[src/sfst_pkg.sv]
`timescale 1ns / 1ps
`default_nettype none

package sfst_pkg;

  localparam int unsigned MAX_SOURCES = 16;
  localparam int unsigned COUNT_BITS  = 8;
  localparam int unsigned IDX_W       = (MAX_SOURCES > 1) ? $clog2(MAX_SOURCES) : 1;

  // event codes
  localparam logic [2:0] KIND_REGISTER   = 3'd0;
  localparam logic [2:0] KIND_USED       = 3'd1;
  localparam logic [2:0] KIND_DONE       = 3'd2;
  localparam logic [2:0] KIND_EXT_DONE   = 3'd3;
  localparam logic [2:0] KIND_TS_TIMEOUT = 3'd4;
  localparam logic [2:0] KIND_IDLE_TIMEOUT = 3'd5;
  localparam logic [2:0] KIND_QUERY      = 3'd6;

  // fix states
  localparam logic [1:0] FIX_UNKNOWN = 2'd0;
  localparam logic [1:0] FIX_YES     = 2'd1;
  localparam logic [1:0] FIX_NO      = 2'd2;

  // request result classes
  localparam logic [1:0] CLS_SUCCESS = 2'd0;
  localparam logic [1:0] CLS_PARTIAL = 2'd1;

  typedef struct packed {
    logic [2:0]  kind;
    logic [31:0] source_id;
    logic [1:0]  result_class;
    logic [2:0]  device_status;
  } in_item_t;

  typedef struct packed {
    logic        found;
    logic [1:0]  fix_state;
    logic        state_changed;
    logic        start_timeshift;
    logic [2:0]  timeshift_status;
    logic        cancel_timeshift;
    logic        start_idle;
    logic [31:0] idle_duration;
    logic        cancel_idle;
    logic        table_full;
  } out_item_t;

  typedef struct packed {
    logic [31:0]           source;
    logic [1:0]            fix;
    logic [COUNT_BITS-1:0] pending;
  } entry_t;

  localparam int unsigned ENTRY_W = $bits(entry_t);

  // write-back control from the update logic
  typedef struct packed {
    logic we;
    logic alloc;
  } upd_ctl_t;

endpackage

`default_nettype wire

[src/sfst_ram.sv]
`timescale 1ns / 1ps
`default_nettype none

module sfst_ram #(
  parameter int unsigned WIDTH = 8,
  parameter int unsigned DEPTH = 16,
  localparam int unsigned AW   = (DEPTH > 1) ? $clog2(DEPTH) : 1
) (
  input  wire logic             clk_i,
  input  wire logic             we_i,
  input  wire logic [AW-1:0]    waddr_i,
  input  wire logic [WIDTH-1:0] wdata_i,
  input  wire logic [AW-1:0]    raddr_i,
  output logic      [WIDTH-1:0] rdata_o
);

  logic [WIDTH-1:0] mem_q [DEPTH];

  always_ff @(posedge clk_i) begin
    if (we_i) begin
      mem_q[waddr_i] <= wdata_i;
    end
    rdata_o <= mem_q[raddr_i];
  end

endmodule

`default_nettype wire

[src/sfst_upd.sv]
`timescale 1ns / 1ps
`default_nettype none

module sfst_upd
  import sfst_pkg::*;
(
  input  wire in_item_t    item_i,
  input  wire logic        found_i,
  input  wire logic        free_ok_i,
  input  wire entry_t      ent_i,
  input  wire logic [31:0] timeout_i,
  output entry_t           ent_o,
  output upd_ctl_t         ctl_o,
  output out_item_t        res_o
);

  logic [1:0] fix;

  always_comb begin
    res_o = '0;
    ent_o = ent_i;
    ctl_o = '0;
    fix   = ent_i.fix;
    if (!found_i) begin
      if (item_i.kind == KIND_REGISTER) begin
        if (free_ok_i) begin
          ctl_o.we      = 1'b1;
          ctl_o.alloc   = 1'b1;
          ent_o.source  = item_i.source_id;
          ent_o.fix     = FIX_UNKNOWN;
          ent_o.pending = '0;
        end else begin
          res_o.table_full = 1'b1;
        end
      end
    end else begin
      res_o.found = 1'b1;
      ctl_o.we    = 1'b1;
      case (item_i.kind)
        KIND_USED: begin
          if (ent_i.pending == '0) begin
            res_o.start_timeshift  = 1'b1;
            res_o.timeshift_status = item_i.device_status;
          end
          res_o.cancel_idle = 1'b1;
          if (ent_i.pending != {COUNT_BITS{1'b1}}) begin
            ent_o.pending = ent_i.pending + COUNT_BITS'(1);
          end
        end
        KIND_DONE: begin
          if (item_i.result_class == CLS_SUCCESS) begin
            fix                    = FIX_YES;
            res_o.cancel_timeshift = 1'b1;
          end else if (item_i.result_class != CLS_PARTIAL) begin
            fix                    = FIX_NO;
            res_o.cancel_timeshift = 1'b1;
          end
          if (ent_i.pending != '0) begin
            ent_o.pending = ent_i.pending - COUNT_BITS'(1);
            if (ent_i.pending == COUNT_BITS'(1)) begin
              res_o.start_idle    = 1'b1;
              res_o.idle_duration = timeout_i;
            end
          end
        end
        KIND_EXT_DONE: begin
          if (item_i.result_class == CLS_SUCCESS) begin
            fix = FIX_YES;
          end
        end
        KIND_TS_TIMEOUT: begin
          fix = FIX_NO;
        end
        KIND_IDLE_TIMEOUT: begin
          res_o.cancel_timeshift = 1'b1;
          fix                    = FIX_UNKNOWN;
        end
        default: begin
        end
      endcase
      ent_o.fix           = fix;
      res_o.fix_state     = fix;
      res_o.state_changed = (fix != ent_i.fix);
    end
  end

endmodule

`default_nettype wire

[src/source_fix_state_table.sv]
`timescale 1ns / 1ps
`default_nettype none

// Fix-state table for position sources. Pulse start with an event on item_i
// while busy is low; the block then scans its entry RAM one entry per cycle
// (one read port, registered read data), matching source_id against each
// valid entry and noting the lowest free entry on the way. The scan stops at
// the first match or after the last entry. An update state then applies the
// event and writes the entry back; busy drops when the write-back is done.
// Every event yields exactly one result: result_o is valid for a single cycle
// while done_o is high. There is no backpressure on the result side, so the
// receiver must take the result in that cycle. A new start may be given in
// the same cycle as done_o. Valid bits sit in flip-flops and are cleared by
// reset, so no clearing pass is needed. The idle timeout register is written
// through the cfg channel, accepted only while the block is idle.
module source_fix_state_table
  import sfst_pkg::*;
(
  input  wire logic        clk_i,
  input  wire logic        rst_ni,
  input  wire logic        start,
  output logic             busy,
  input  wire in_item_t    item_i,
  output logic             done_o,
  output out_item_t        result_o,
  input  wire logic        cfg_valid_i,
  output logic             cfg_ready_o,
  input  wire logic [31:0] cfg_data_i
);

  typedef enum logic [1:0] {ST_IDLE, ST_SCAN, ST_UPD} state_e;

  state_e                 state_q, state_d;
  in_item_t               item_q, item_d;
  logic [31:0]            cfg_q, cfg_d;
  logic [MAX_SOURCES-1:0] valid_q, valid_d;
  logic [IDX_W-1:0]       ptr_q, ptr_d;       // next RAM read address
  logic                   issue_q, issue_d;   // reads still to be issued
  logic                   chk_q, chk_d;       // RAM data valid for chk_idx_q
  logic [IDX_W-1:0]       chk_idx_q, chk_idx_d;
  logic                   found_q, found_d;
  logic [IDX_W-1:0]       hit_idx_q, hit_idx_d;
  entry_t                 ent_q, ent_d;
  logic                   free_ok_q, free_ok_d;
  logic [IDX_W-1:0]       free_idx_q, free_idx_d;
  out_item_t              res_q, res_d;
  logic                   done_q, done_d;

  entry_t                 rdata;
  entry_t                 wdata;
  upd_ctl_t               upd_ctl;
  out_item_t              upd_res;
  logic                   hit;
  logic                   ram_we;
  logic [IDX_W-1:0]       waddr;

  // entry store: source id, fix state and pending count per entry
  sfst_ram #(
    .WIDTH(ENTRY_W),
    .DEPTH(MAX_SOURCES)
  ) u_ram (
    .clk_i  (clk_i),
    .we_i   (ram_we),
    .waddr_i(waddr),
    .wdata_i(wdata),
    .raddr_i(ptr_q),
    .rdata_o(rdata)
  );

  // event semantics on the entry found by the scan
  sfst_upd u_upd (
    .item_i   (item_q),
    .found_i  (found_q),
    .free_ok_i(free_ok_q),
    .ent_i    (ent_q),
    .timeout_i(cfg_q),
    .ent_o    (wdata),
    .ctl_o    (upd_ctl),
    .res_o    (upd_res)
  );

  // a stale RAM word of a never-used entry is masked by its valid bit
  assign hit    = chk_q && valid_q[chk_idx_q] && (rdata.source == item_q.source_id);
  assign waddr  = found_q ? hit_idx_q : free_idx_q;
  assign ram_we = (state_q == ST_UPD) && upd_ctl.we;

  assign busy        = (state_q != ST_IDLE);
  assign cfg_ready_o = (state_q == ST_IDLE);
  assign done_o      = done_q;
  assign result_o    = res_q;

  always_comb begin
    state_d    = state_q;
    item_d     = item_q;
    cfg_d      = cfg_q;
    valid_d    = valid_q;
    ptr_d      = ptr_q;
    issue_d    = issue_q;
    chk_d      = chk_q;
    chk_idx_d  = chk_idx_q;
    found_d    = found_q;
    hit_idx_d  = hit_idx_q;
    ent_d      = ent_q;
    free_ok_d  = free_ok_q;
    free_idx_d = free_idx_q;
    res_d      = res_q;
    done_d     = 1'b0;

    if (cfg_valid_i && cfg_ready_o) begin
      cfg_d = cfg_data_i;
    end

    case (state_q)
      ST_IDLE: begin
        if (start) begin
          item_d    = item_i;
          ptr_d     = '0;
          issue_d   = 1'b1;
          chk_d     = 1'b0;
          found_d   = 1'b0;
          free_ok_d = 1'b0;
          state_d   = ST_SCAN;
        end
      end
      ST_SCAN: begin
        // read pipeline: address out this cycle, compare next cycle
        chk_d     = issue_q;
        chk_idx_d = ptr_q;
        if (issue_q) begin
          if (ptr_q == IDX_W'(MAX_SOURCES - 1)) begin
            issue_d = 1'b0;
          end else begin
            ptr_d = ptr_q + IDX_W'(1);
          end
        end
        if (chk_q) begin
          if (hit) begin
            found_d   = 1'b1;
            hit_idx_d = chk_idx_q;
            ent_d     = rdata;
            state_d   = ST_UPD;
          end else begin
            if (!valid_q[chk_idx_q] && !free_ok_q) begin
              free_ok_d  = 1'b1;
              free_idx_d = chk_idx_q;
            end
            if (chk_idx_q == IDX_W'(MAX_SOURCES - 1)) begin
              state_d = ST_UPD;
            end
          end
        end
        if (state_d == ST_UPD) begin
          issue_d = 1'b0;
          chk_d   = 1'b0;
        end
      end
      ST_UPD: begin
        res_d   = upd_res;
        done_d  = 1'b1;
        state_d = ST_IDLE;
        if (upd_ctl.alloc) begin
          valid_d[free_idx_q] = 1'b1;
        end
      end
      default: begin
        state_d = ST_IDLE;
      end
    endcase
  end

  always_ff @(posedge clk_i or negedge rst_ni) begin
    if (!rst_ni) begin
      state_q    <= ST_IDLE;
      item_q     <= '0;
      cfg_q      <= '0;
      valid_q    <= '0;
      ptr_q      <= '0;
      issue_q    <= 1'b0;
      chk_q      <= 1'b0;
      chk_idx_q  <= '0;
      found_q    <= 1'b0;
      hit_idx_q  <= '0;
      ent_q      <= '0;
      free_ok_q  <= 1'b0;
      free_idx_q <= '0;
      res_q      <= '0;
      done_q     <= 1'b0;
    end else begin
      state_q    <= state_d;
      item_q     <= item_d;
      cfg_q      <= cfg_d;
      valid_q    <= valid_d;
      ptr_q      <= ptr_d;
      issue_q    <= issue_d;
      chk_q      <= chk_d;
      chk_idx_q  <= chk_idx_d;
      found_q    <= found_d;
      hit_idx_q  <= hit_idx_d;
      ent_q      <= ent_d;
      free_ok_q  <= free_ok_d;
      free_idx_q <= free_idx_d;
      res_q      <= res_d;
      done_q     <= done_d;
    end
  end

  // every result comes from exactly one update cycle
  assert property (@(posedge clk_i) disable iff (!rst_ni)
    done_o |-> $past(state_q == ST_UPD))
    else $error("result strobe without update cycle");

  assert property (@(posedge clk_i) disable iff (!rst_ni)
    (state_q == ST_UPD) |=> done_o)
    else $error("update cycle without result strobe");

  // a refused registration never comes with a matched entry
  assert property (@(posedge clk_i) disable iff (!rst_ni)
    done_o && result_o.table_full |-> !result_o.found && !$past(free_ok_q))
    else $error("table_full while a free entry was seen");

  // a new entry is only ever taken from a slot that was free
  assert property (@(posedge clk_i) disable iff (!rst_ni)
    (state_q == ST_UPD) && upd_ctl.alloc |-> !valid_q[free_idx_q])
    else $error("allocation over a valid entry");

  // a match always lands on a valid entry
  assert property (@(posedge clk_i) disable iff (!rst_ni)
    (state_q == ST_UPD) && found_q |-> valid_q[hit_idx_q])
    else $error("match on an invalid entry");

endmodule

`default_nettype wire
[config.mk]
export PLATFORM = sky130hd
export DESIGN_NAME = source_fix_state_table
export DESIGN_NICKNAME = d
export VERILOG_FILES = /design/src/sfst_pkg.sv /design/src/sfst_ram.sv /design/src/sfst_upd.sv /design/src/source_fix_state_table.sv
export SDC_FILE = /design/constraint.sdc
export NUM_CORES = 1
export LEC_CHECK = 0
export BUFFER_PORTS_ARGS = -buffer_cell sky130_fd_sc_hd__buf_4
export CORE_ASPECT_RATIO = 1.2
export CORE_UTILIZATION = 45
export DETAILED_ROUTE_END_ITERATION = 16
export GPL_TIMING_DRIVEN = 0
export HOLD_SLACK_MARGIN = 0.03
export RECOVER_POWER = 50
export SETUP_SLACK_MARGIN = 0.3
export SLEW_MARGIN = 20
export SYNTH_ARGS = -nofsm -noshare
export SYNTH_HDL_FRONTEND = slang
export SYNTH_SLANG_ARGS = --single-unit
[constraint.sdc]
create_clock -name clk_i -period 6.6 [get_ports clk_i]
set_input_delay 0.33 -clock clk_i [delete_from_list [all_inputs] [get_ports clk_i]]
set_output_delay 0.33 -clock clk_i [all_outputs]
set_load 0.02 [all_outputs]
# After elaboration in Yosys (flattened, before gate mapping)
# Memories as Yosys holds them, arrays and structs flattened. A register that Yosys moved wholly into a read port is not among the register bits.
# Index checks and enable logic that the tools add are counted.
# classes
n_reduce_logical	23
n_mux	62
magnitude_cmp	3
shift	0
bitwise	2
eq_ne	22
div	0
n_addsub	3
multipliers	0
# ops
cell	n
33-bit 2-to-1 mux	3
42-bit 2-to-1 mux	2
43-bit 2-to-1 mux	1
32-bit == test	1
32-bit 2-to-1 mux	1
1-bit 2-to-1 mux	24
4-bit 2-to-1 mux	6
2-bit 2-to-1 mux	11
8-bit 2-to-1 mux	2
16-bit OR	1
8-bit case mux with 2 select lines	1
2-bit inequality test, second input constant	7
4-bit AND reduction	3
4-bit by 5-bit less-than comparator with 1-bit output, second input constant	2
10-bit 2-to-1 mux	1
1-bit case mux with 2 select lines	5
8-bit by 1-bit adder with 8-bit output, second input constant	1
4-bit == test, second input constant	2
8-bit by 1-bit == test with 1-bit output, second input constant	1
8-bit logical NOT	1
8-bit inequality test, second input constant	1
2-bit case mux with 4 select lines	1
4-bit case mux with 2 select lines	1
8-bit nonzero test	1
22 further kinds	35
# word_totals
elab_cells	145
register_bits	197
romBits	0
inputBits	76
latch_bits	0
mem_count	1
out_inout_bits	47
ram_bits	672
# mem_list
name	depth	width	rd	rd_ports_with_merged_regs	wr	line_no	text
u_ram.mem_q	16	42	1	1	1	sfst_ram.sv:17	logic [WIDTH-1:0] mem_q [DEPTH];

# Longest topological paths before layout
# Gate-level depths: netlist (run 1).
# logic_depth
ltp_word	10
ltp_mapped	8
ltp_nobuf	8

# Cells and area by module
# Synthesis (run 1) repeated with hierarchy kept, for this count alone.
# hier_totals
cells_unflattened	1940
area_unflattened_um2	35745.5
# by_module_without_submodules
module	n_inst	seq_area_each_um2	area_each_um2	cells_per_inst
sfst_ram	1	21020.2	26056.2	1092
source_fix_state_table	1	4929.7	8099.0	619
sfst_upd	1	0.0	1590.3	229

# Worst setup path before layout (run 1)
# Ideal clock, no wire load.
# synth_timing
kind	reg2reg
from	reg item_q[38] (netlist name)
to	mem u_ram.mem_q[10][0] (netlist name), enable pin
setup_ns	0.442
synth_period_minus_slack_ns	3.540
path_slack_ns	3.060
n_path_buf	1
t_required_ns	6.158
t_arrival_ns	3.098
path_stages_with_launch	7
path_cell_list	dfrtp_1 clkbuf_1 nor3_1 a21oi_1 nor3_1 nand2_1 nor2_1
# synth_via
elab_chain_cells	6
# synth_rtl
element	line_no	text
start: declaration	source_fix_state_table.sv:34	in_item_t item_q, item_d;
start signal: assignment	source_fix_state_table.sv:190	item_q <= item_d;
3-bit logical NOT	sfst_upd.sv:25	if (item_i.kind == KIND_REGISTER) begin
2-bit 2-to-1 mux	sfst_upd.sv:25	
1-bit 2-to-1 mux	sfst_upd.sv:24	if (!found_i) begin
1-bit logical AND	source_fix_state_table.sv:85	assign ram_we = (state_q == ST_UPD) && upd_ctl.we;
1-bit 2-to-1 mux	sfst_ram.sv:20	if (we_i) begin
1-bit 2-to-1 mux (implied by the code)	sfst_ram.sv:21	mem_q[waddr_i] <= wdata_i;
end: declaration	sfst_ram.sv:17	
# Every way passes these cells.

# Worst setup path after layout (run 1)
# layout_timing
from	reg found_q
to	mem u_ram.mem_q[6][28] (netlist name), enable pin
# layout_via
elab_chain_cells	4
word_cells_on_any_way	5
cone_classes	4 x mux; 1 x reduce/logical
# layout_rtl
element	line_no	text
start: declaration	source_fix_state_table.sv:41	logic found_q, found_d;
start signal: assignment	source_fix_state_table.sv:197	found_q <= found_d;
1-bit 2-to-1 mux	sfst_upd.sv:24	
1-bit logical AND	source_fix_state_table.sv:85	
1-bit 2-to-1 mux	sfst_ram.sv:20	
1-bit 2-to-1 mux (implied by the code)	sfst_ram.sv:21	
# Several ways; a longest one is shown, not always the timed one.

==> load_flow_metrics.sql, run 1 <==
INSERT INTO impl_metrics (metric_group, metric, value, unit) VALUES
('synthesis', 'synth.largest_area_cell', 'sky130_fd_sc_hd__edfxtp_1', ''),
('sta', 'finClkSkew', '0.0287', 'ns'),
('power_and_ir_drop', 'leakage_power_of_the_design', '13.5', 'nW'),
('cts', 'tritoncts_num_sinks', '911', ''),
('synthesis', 'yosys-mux-area-fraction', '0.146', ''),
('synthesis', 'synth_seq_cells', '911', ''),
('power_and_ir_drop', 'vdd_ir_drop_max', '0.199', 'mV'),
('hold_path', 'holdPathEnd', 'cfg_q[0]', ''),
('synthesis', 'synth_top_family_by_area', 'multiplexers', ''),
('hold_path', 'hold_path.class', 'primary input to register', ''),
('global_route', 'grt_pass1_vias', '21000', ''),
('critical_path', 'worst_path_max_delay_cell', 'sky130_fd_sc_hd__clkbuf_1', ''),
('cts', 'clock-root-buffer', 'sky130_fd_sc_hd__clkbuf_16', ''),
('global_route', 'first_pass_grt_wire_length', '136000', 'um'),
('cts', 'clock_tree.buffer_depth', '3', ''),
('synthesis', 'postSynth.asyncResetShare', '0.216', ''),
('detailed_routing', 'vias', '20300', ''),
('finish', 'antenna_cells', '0', ''),
('critical_path', 'cpPeakStageDelay', '1.19', 'ns'),
('sta', 'period_share', '0.695', ''),
('global_route', 'global_route.overflow_total', '0', ''),
('critical_path', 'cp_max_fo', '17', ''),
('detailed_routing', 'count_of_routing_violations_after_the_opening_detailed_route_iteration', '2043', ''),
('hold_path', 'whs_path_depth', '4', ''),
('hold_path', 'hold_path.startpoint', 'cfg_valid_i', ''),
('sta', 'hold_viol_final', '0', ''),
('synthesis', 'synth-compound-area-share', '0.0616', ''),
('power_and_ir_drop', 'power-per-cell-area', '270', 'nW/um2'),
('synthesis', 'synthesis.yosys.warnings', '0', ''),
('critical_path', 'cp.arrival', '4.93', 'ns'),
('die', 'num_io_pins', '123', ''),
('outcome', 'run_status', 'complete, but fails checks', ''),
('detailed_routing', 'wl_met1', '37300', 'um'),
('detailed_routing', 'met2_wirelength', '47200', 'um'),
('cts', 'ctsHoldBuffers', '73', ''),
('cts', 'clk_latency', '0.66', 'ns'),
('critical_path', 'regToRegStartpoint', 'found_q', ''),
('cts', 'cts_post_setup_buffers_inserted', '0', ''),
('critical_path', 'worst_ep_required_time', '6.94', 'ns'),
('global_route', 'grt.total_usage', '0.233', ''),
('outcome', 'violations_in_the_final_reports', 'max-capacitance violations, max-slew violations', ''),
('synthesis', 'synth.yosys.seq_area_share', '0.725', ''),
('detailed_routing', 'totalWireLength', '92900', 'um'),
('sta', 'min_period', '4.59', 'ns'),
('sta', 'tns', '0', 'ns'),
('flow_run', 'max-cap-violations', '11', ''),
('sta', 'min_setup_slack_post_route', '2.01', 'ns'),
('synthesis', 'synthesis.nets', '2196', ''),
('critical_path', 'rr_worst_depth', '7', ''),
('critical_path', 'worstSetupPathType', 'register to register', ''),
('detailed_routing', 'detailroute.wirelength.met3', '5850', 'um'),
('synthesis', 'synth_enable_flop_cells', '672', ''),
('synthesis', 'yosys.cell_count.top_type', 'sky130_fd_sc_hd__edfxtp_1', ''),
('synthesis', 'netlist_area', '35800', 'um2'),
('critical_path', 'regToRegSetupSlack', '2.01', 'ns'),
('cts', 'clk_pin_slew', '0.06', 'ns'),
('detailed_routing', 'drt-wirelength-per-cell', '26.2', 'um'),
('synthesis', 'synth_top_area_frac', '0.564', ''),
('synthesis', 'synth_common_cells', '672 x sky130_fd_sc_hd__edfxtp_1, 213 x sky130_fd_sc_hd__nand2_1, 197 x sky130_fd_sc_hd__dfrtp_1', ''),
('die', 'die_height', '311', 'um'),
('place', 'dp_hpwl', '62300', 'um'),
('sta', 'timing.final.setup_violations', '0', ''),
('cts', 'ctsResizeCount', '0', ''),
('sta', 'maxSlewViolCount', '189', ''),
('sta', 'max_slew_margin', '-1.31', ''),
('critical_path', 'endpoint_kind', 'register', ''),
('synthesis', 'synth.area.top_cells', 'sky130_fd_sc_hd__edfxtp_1 56%, sky130_fd_sc_hd__dfrtp_1 14%, sky130_fd_sc_hd__mux4_2 5.3%', ''),
('critical_path', 'worstPathCellList', 'clkbuf_1, inv_1, clkbuf_1, a31oi_1, nor2_1, clkbuf_1, buf_12', ''),
('synthesis', 'postSynthCellCount', '2116', ''),
('synthesis', 'syn_avg_cell_area', '16.9', 'um2'),
('cts', 'cts-htree-levels', '3', '');
## worst max-delay path, delay by kind of cell, from the launching register on
kind                   cells  cell delay, ns
AO/OA/AOI/OAI              1            0.33
buffers and inverters      5            2.50
flip-flops                 1            0.36
AND/OR/NAND/NOR            1            1.06
## flip-flops by register name (all words and copies together) (netlist names)
register and count:
u_ram.mem_q 672, result_o 44, ent_q 42, u_ram.rdata_o 42
item_q 40, cfg_q 32, valid_q 16, chk_idx_q 4
free_idx_q 4, hit_idx_q 4, ptr_q 4, state_q 2
chk_q 1, done_o 1, found_q 1, free_ok_q 1
issue_q 1
## per-layer routing
metal / vias to the layer above / GRT usage
met2: 736 / 0.404
met4: 0 / 0.0749
met3: 163 / 0.0346
met1: 10500 / 0.299
li1: 8885 / -
met5: - / 0
## layout make-up
| class | instances | area [um2] |
|---|---|---|
| multi-input cells | 1083 | 9230 |
| flip-flops and latches | 911 | 25900 |
| fillers | 6289 | 36000 |
| clock inverters | 44 | 435 |
| inverters | 7 | 26.3 |
| plain buffers | 115 | 553 |
| well taps | 1026 | 1280 |
| clock buffers | 123 | 2590 |
| repair buffers | 238 | 2110 |
## logic make-up after synthesis
group	Yosys count
adders and majority gates	4
and+or+nand+nor	332
buffers and inverters	122
DFF	911
muxes	377
AOI/OAI and AO/OA	336
xor gates and xnor gates	34
## worst max path at each step
stage               startpoint            endpoint  slack, ns  cells after the start
floorplan           item_q[38]  u_ram.mem_q[10][0]       3.06                      6
detailed placement     found_q   u_ram.mem_q[8][2]       3.17                      6
CTS                    found_q   u_ram.mem_q[8][2]       3.14                      6
global route           found_q  u_ram.mem_q[7][24]       1.92                      7
finish                 found_q  u_ram.mem_q[6][28]       2.01                      7
global placement       found_q  u_ram.mem_q[3][28]      -0.06                      5
## layout by cell type (no fill, tap or decap), types with 42 or more instances in the layout
master	Yosys	layout
sky130_fd_sc_hd__a21oi_1	59	59
sky130_fd_sc_hd__dfxtp_1	42	42
sky130_fd_sc_hd__a22oi_1	43	43
sky130_fd_sc_hd__dfrtp_1	197	197
sky130_fd_sc_hd__mux2i_1	132	133
sky130_fd_sc_hd__o21ai_0	111	108
sky130_fd_sc_hd__clkbuf_1	73	167
sky130_fd_sc_hd__nand2_1	213	213
sky130_fd_sc_hd__buf_4	0	74
sky130_fd_sc_hd__mux4_2	85	85
sky130_fd_sc_hd__a221oi_1	45	45
sky130_fd_sc_hd__clkbuf_16	0	95
sky130_fd_sc_hd__edfxtp_1	672	672
sky130_fd_sc_hd__mux2_2	116	111
sky130_fd_sc_hd__dlygate4sd3_1	0	73
## report_power, final
| part | switching (mW) | total [mW] | internal (mW) |
|---|---|---|---|
| sequential | 0 | 6.08 | 6.08 |
| clock | 2.16 | 5.22 | 3.07 |
| combinational | 0.0436 | 0.103 | 0.0598 |
## metrics by stage
stage | power (mW) | std cells | hold slack (ns) | cell area (um2) | utilization
finish | 11.4 | 3547 | 0.361 | 42200 | 0.540
global placement | 6.27 | 3264 | 0.444 | 38000 | 0.486
CTS | 11.5 | 3547 | 0.196 | 42800 | 0.548
detailed placement | 6.27 | 3307 | 0.286 | 39100 | 0.500
floorplan | 6.20 | 2116 | 0.0344 | 35800 | -
global route | 11.7 | 3547 | 0.363 | 42200 | 0.540
No activity file was read; power rests on OpenSTA's default activity.
==> run 2: changes to the inputs <==
==> constraint.sdc (replaced) <==
create_clock -name clk_i -period 3.8 [get_ports clk_i]
set_input_delay 0.19 -clock clk_i [delete_from_list [all_inputs] [get_ports clk_i]]
set_output_delay 0.19 -clock clk_i [all_outputs]
set_load 0.02 [all_outputs]
==> run 2 against run 1 <==
Compared with the run above: the run still ends with max-capacitance violations, max-slew violations left; non-clock buffer count stayed put; maximum frequency rose by 30%; clock power rose by 74%; count of clock-buffer cells in the layout is the same; clock skew rose by 0.0023 ns; global-route usage unchanged; die area stayed put; final area rose by 0.79%; sequential cell count did not move; utilization is 0.43 points higher; highest routed layer unchanged.
==> load_flow_metrics.sql, run 2 (same netlist as run 1, synthesis figures left out) <==
INSERT INTO impl_metrics (metric_group, metric, value, unit) VALUES
('critical_path', 'crit-reg2reg-capture', 'u_ram.mem_q[14][26]', ''),
('power_and_ir_drop', 'switching_power', '3.82', 'mW'),
('sta', 'timing.final.setup_violations', '0', ''),
('finish', 'largest-register', 'u_ram.mem_q', ''),
('power_and_ir_drop', 'finalPower', '19.8', 'mW'),
('sta', 'grt_setup_unrepaired', 'false', ''),
('detailed_routing', 'drtAntennaViolNets', '0', ''),
('critical_path', 'worstPathCellList', 'clkbuf_1, inv_1, clkbuf_1, a31oi_1, nor2_2, clkbuf_2', ''),
('finish', 'final.fill_count', '6237', ''),
('global_route', 'global_route.overflow_total', '0', ''),
('critical_path', 'worstSetupPathType', 'register to register', ''),
('die', 'std_cell_rows', '112', ''),
('cts', 'cts_post_setup_buffers_inserted', '0', ''),
('sta', 'finClkSkew', '0.0310', 'ns'),
('outcome', 'violations_in_the_final_reports', 'max-capacitance violations, max-slew violations', ''),
('critical_path', 'endpoint_kind', 'register', ''),
('critical_path', 'regToRegStartpoint', 'found_q', ''),
('critical_path', 'regToRegSetupSlack', '0.27', 'ns'),
('cts', 'cts_tree', 'done', ''),
('power_and_ir_drop', 'internal-power', '16.0', 'mW'),
('sta', 'min_setup_slack_post_route', '0.274', 'ns'),
('sta', 'max_slew_margin', '-0.990', ''),
('sta', 'slew_at_the_pin_closest_to_its_max_slew_limit', '2.98', 'ns'),
('power_and_ir_drop', 'vdd_ir_drop_max', '0.347', 'mV'),
('finish', 'layout.cells.most_common_list', '672 x sky130_fd_sc_hd__edfxtp_1, 213 x sky130_fd_sc_hd__nand2_1, 197 x sky130_fd_sc_hd__dfrtp_1, 149 x sky130_fd_sc_hd__clkbuf_1, 133 x sky130_fd_sc_hd__mux2i_1', ''),
('place', 'post-place-ws', '0.371', 'ns'),
('detailed_routing', 'vias', '20400', ''),
('power_and_ir_drop', 'switching_share', '0.193', ''),
('die', 'initial_cell_density_of_the_core', '0.458', ''),
('critical_path', 'cp_max_fo', '12', ''),
('sta', 'maxSlewViolCount', '55', ''),
('finish', 'antenna_cells', '0', ''),
('finish', 'fraction_of_final_layout_cells_with_drive_strength_greater_than_1', '0.215', ''),
('place', 'dp_hpwl', '62300', 'um'),
('finish', 'area_delta_synth_final', '18.8', '%'),
('place', 'placedInstanceArea', '39100', 'um2'),
('cts', 'clk_pin_slew', '0.06', 'ns'),
('finish', 'largest_register_ffs', '672', ''),
('cts', 'clock-root-buffer', 'sky130_fd_sc_hd__clkbuf_16', ''),
('critical_path', 'rr_worst_depth', '6', ''),
('hold_path', 'whs_path_depth', '4', ''),
('detailed_routing', 'drt_pass1_iterations', '5', ''),
('critical_path', 'critical_path_cell_count', '6', ''),
('cts', 'clk_latency', '0.66', 'ns'),
('cts', 'cts-htree-levels', '3', ''),
('power_and_ir_drop', 'clock_group_share_of_total_power', '0.458', ''),
('finish', 'fin_nets', '2526', ''),
('power_and_ir_drop', 'share_seq_of_total_power', '0.533', ''),
('power_and_ir_drop', 'power.share.combinational', '0.009', ''),
('critical_path', 'worst_ep_required_time', '4.10', 'ns'),
('detailed_routing', 'post-route-drc-count', '0', ''),
('power_and_ir_drop', 'leakage_power_of_the_design', '13.7', 'nW'),
('die', 'chipWidth', '260', 'um'),
('die', 'placeableCoreArea', '78200', 'um2'),
('critical_path', 'timing.critical_path.max_delay_family', 'buffers and inverters', ''),
('hold_path', 'hold_path.class', 'primary input to register', ''),
('outcome', 'run_status', 'complete, but fails checks', ''),
('cts', 'clock_tree.buffer_depth', '3', ''),
('critical_path', 'worst_setup_path_startpoint', 'found_q', ''),
('hold_path', 'hold_path.startpoint', 'cfg_valid_i', ''),
('cts', 'tritoncts_num_sinks', '911', ''),
('detailed_routing', 'count_of_routing_violations_after_the_opening_detailed_route_iteration', '1954', ''),
('critical_path', 'worst_path_max_delay_cell', 'sky130_fd_sc_hd__nor2_2', ''),
('sta', 'whs', '0.219', 'ns'),
('global_route', 'antenna_found_initial', '1', ''),
('sta', 'tns', '0', 'ns'),
('sta', 'period_share', '0.928', ''),
('power_and_ir_drop', 'power-per-cell-area', '466', 'nW/um2'),
('place', 'gp_congestion', '0.811', ''),
('critical_path', 'cpPeakStageDelay', '0.83', 'ns'),
('critical_path', 'crit_path_frequent_cell', 'sky130_fd_sc_hd__clkbuf_1', ''),
('global_route', 'grt_max_degree', '85', ''),
('finish', 'layout_commonest_cell', 'sky130_fd_sc_hd__edfxtp_1', ''),
('detailed_routing', 'drt-wirelength-per-cell', '26.2', 'um'),
('hold_path', 'holdPathEnd', 'cfg_q[0]', ''),
('detailed_routing', 'vias_per_cell', '5.74', ''),
('sta', 'min_period', '3.53', 'ns'),
('sta', 'hold_viol_final', '0', ''),
('flow_run', 'max-cap-violations', '1', ''),
('cts', 'cts_made_buffers', '90', ''),
('critical_path', 'timing.critical_path.buf_inv', '4', ''),
('critical_path', 'cp.arrival', '3.82', 'ns'),
('place', 'port-buffer-count', '122', ''),
('detailed_routing', 'totalWireLength', '92900', 'um'),
('sta', 'achievable-frequency', '0.284', 'GHz'),
('finish', 'final_cell_area', '42500', 'um2'),
('die', 'num_io_pins', '123', ''),
('global_route', 'grt.total_usage', '0.233', ''),
('die', 'die_area', '80700', 'um2'),
('die', 'die_height', '311', 'um'),
('global_route', 'first_pass_grt_wire_length', '136000', 'um'),
('global_route', 'grt_pass1_vias', '21000', ''),
('critical_path', 'critical_path.startpoint_type', 'register', '');
[run 2: changes by cell type in the layout (fill, tap and decap cells not counted), sizes merged]
cell | before | now
clkbuf | 276 | 263
buf | 126 | 137
clkdlybuf4s25 | 0 | 1
dlymetal6s2s | 0 | 1
[run 2: routing by layer]
layer	share of wire	global-route usage	vias up
met4	0.028	0.0749	0
met1	0.40	0.299	10500
li1	-	-	8898
met5	0	0	-
met2	0.51	0.404	761
met3	0.062	0.0346	165
[run 2: power groups by stage]
stage          Sequential (mW)  Clock [mW]  Combinational [mW]
2_1_floorplan             10.8           0            0.000775
3_3_place_gp              10.8           0               0.112
3_5_place_dp              10.8           0               0.122
4_1_cts                   10.6        9.21               0.184
5_1_grt                   10.6        9.60               0.196
6_report                  10.6        9.07               0.180
[run 2: how the worst max path moves through the flow]
stage                                      to  slack [ns]
after CTS                   u_ram.mem_q[8][2]        0.34
after global routing        u_ram.mem_q[8][2]        0.16
after global placement     u_ram.mem_q[3][28]       -2.86
after detailed placement    u_ram.mem_q[8][2]        0.37
after floorplan            u_ram.mem_q[11][0]        0.26
final                     u_ram.mem_q[14][26]        0.27
[run 2: stage by stage]
step                utilization  cells
floorplan                     -   2116
global placement          0.486   3264
detailed placement        0.500   3307
CTS                       0.548   3547
global route              0.544   3547
finish                    0.544   3547
[run 2: what timing repair did]
action,in CTS,in global routing
hold endpoints to repair,185,0
resized for setup,0,3
hold buffers,73,0
setup endpoints to repair,0,57
[run 2: layout make-up]
class	instances	area [um2]	share of cell area
clock inverter	44	435	0.0102
clock buffer	123	2590	0.0610
sequential	911	25900	0.610
buffer	115	558	0.0131
multi-input combinational	1083	9340	0.220
inverter	7	26.3	0.000618
timing repair buffer	238	2330	0.0548
tap	1026	1280	0.0302
[run 2: worst min-delay path: cells and delay by family]
kind | cells | cell delay (ns)
buf+inv | 2 | 0.33
mux | 1 | 0.21
simple gates | 1 | 0.10
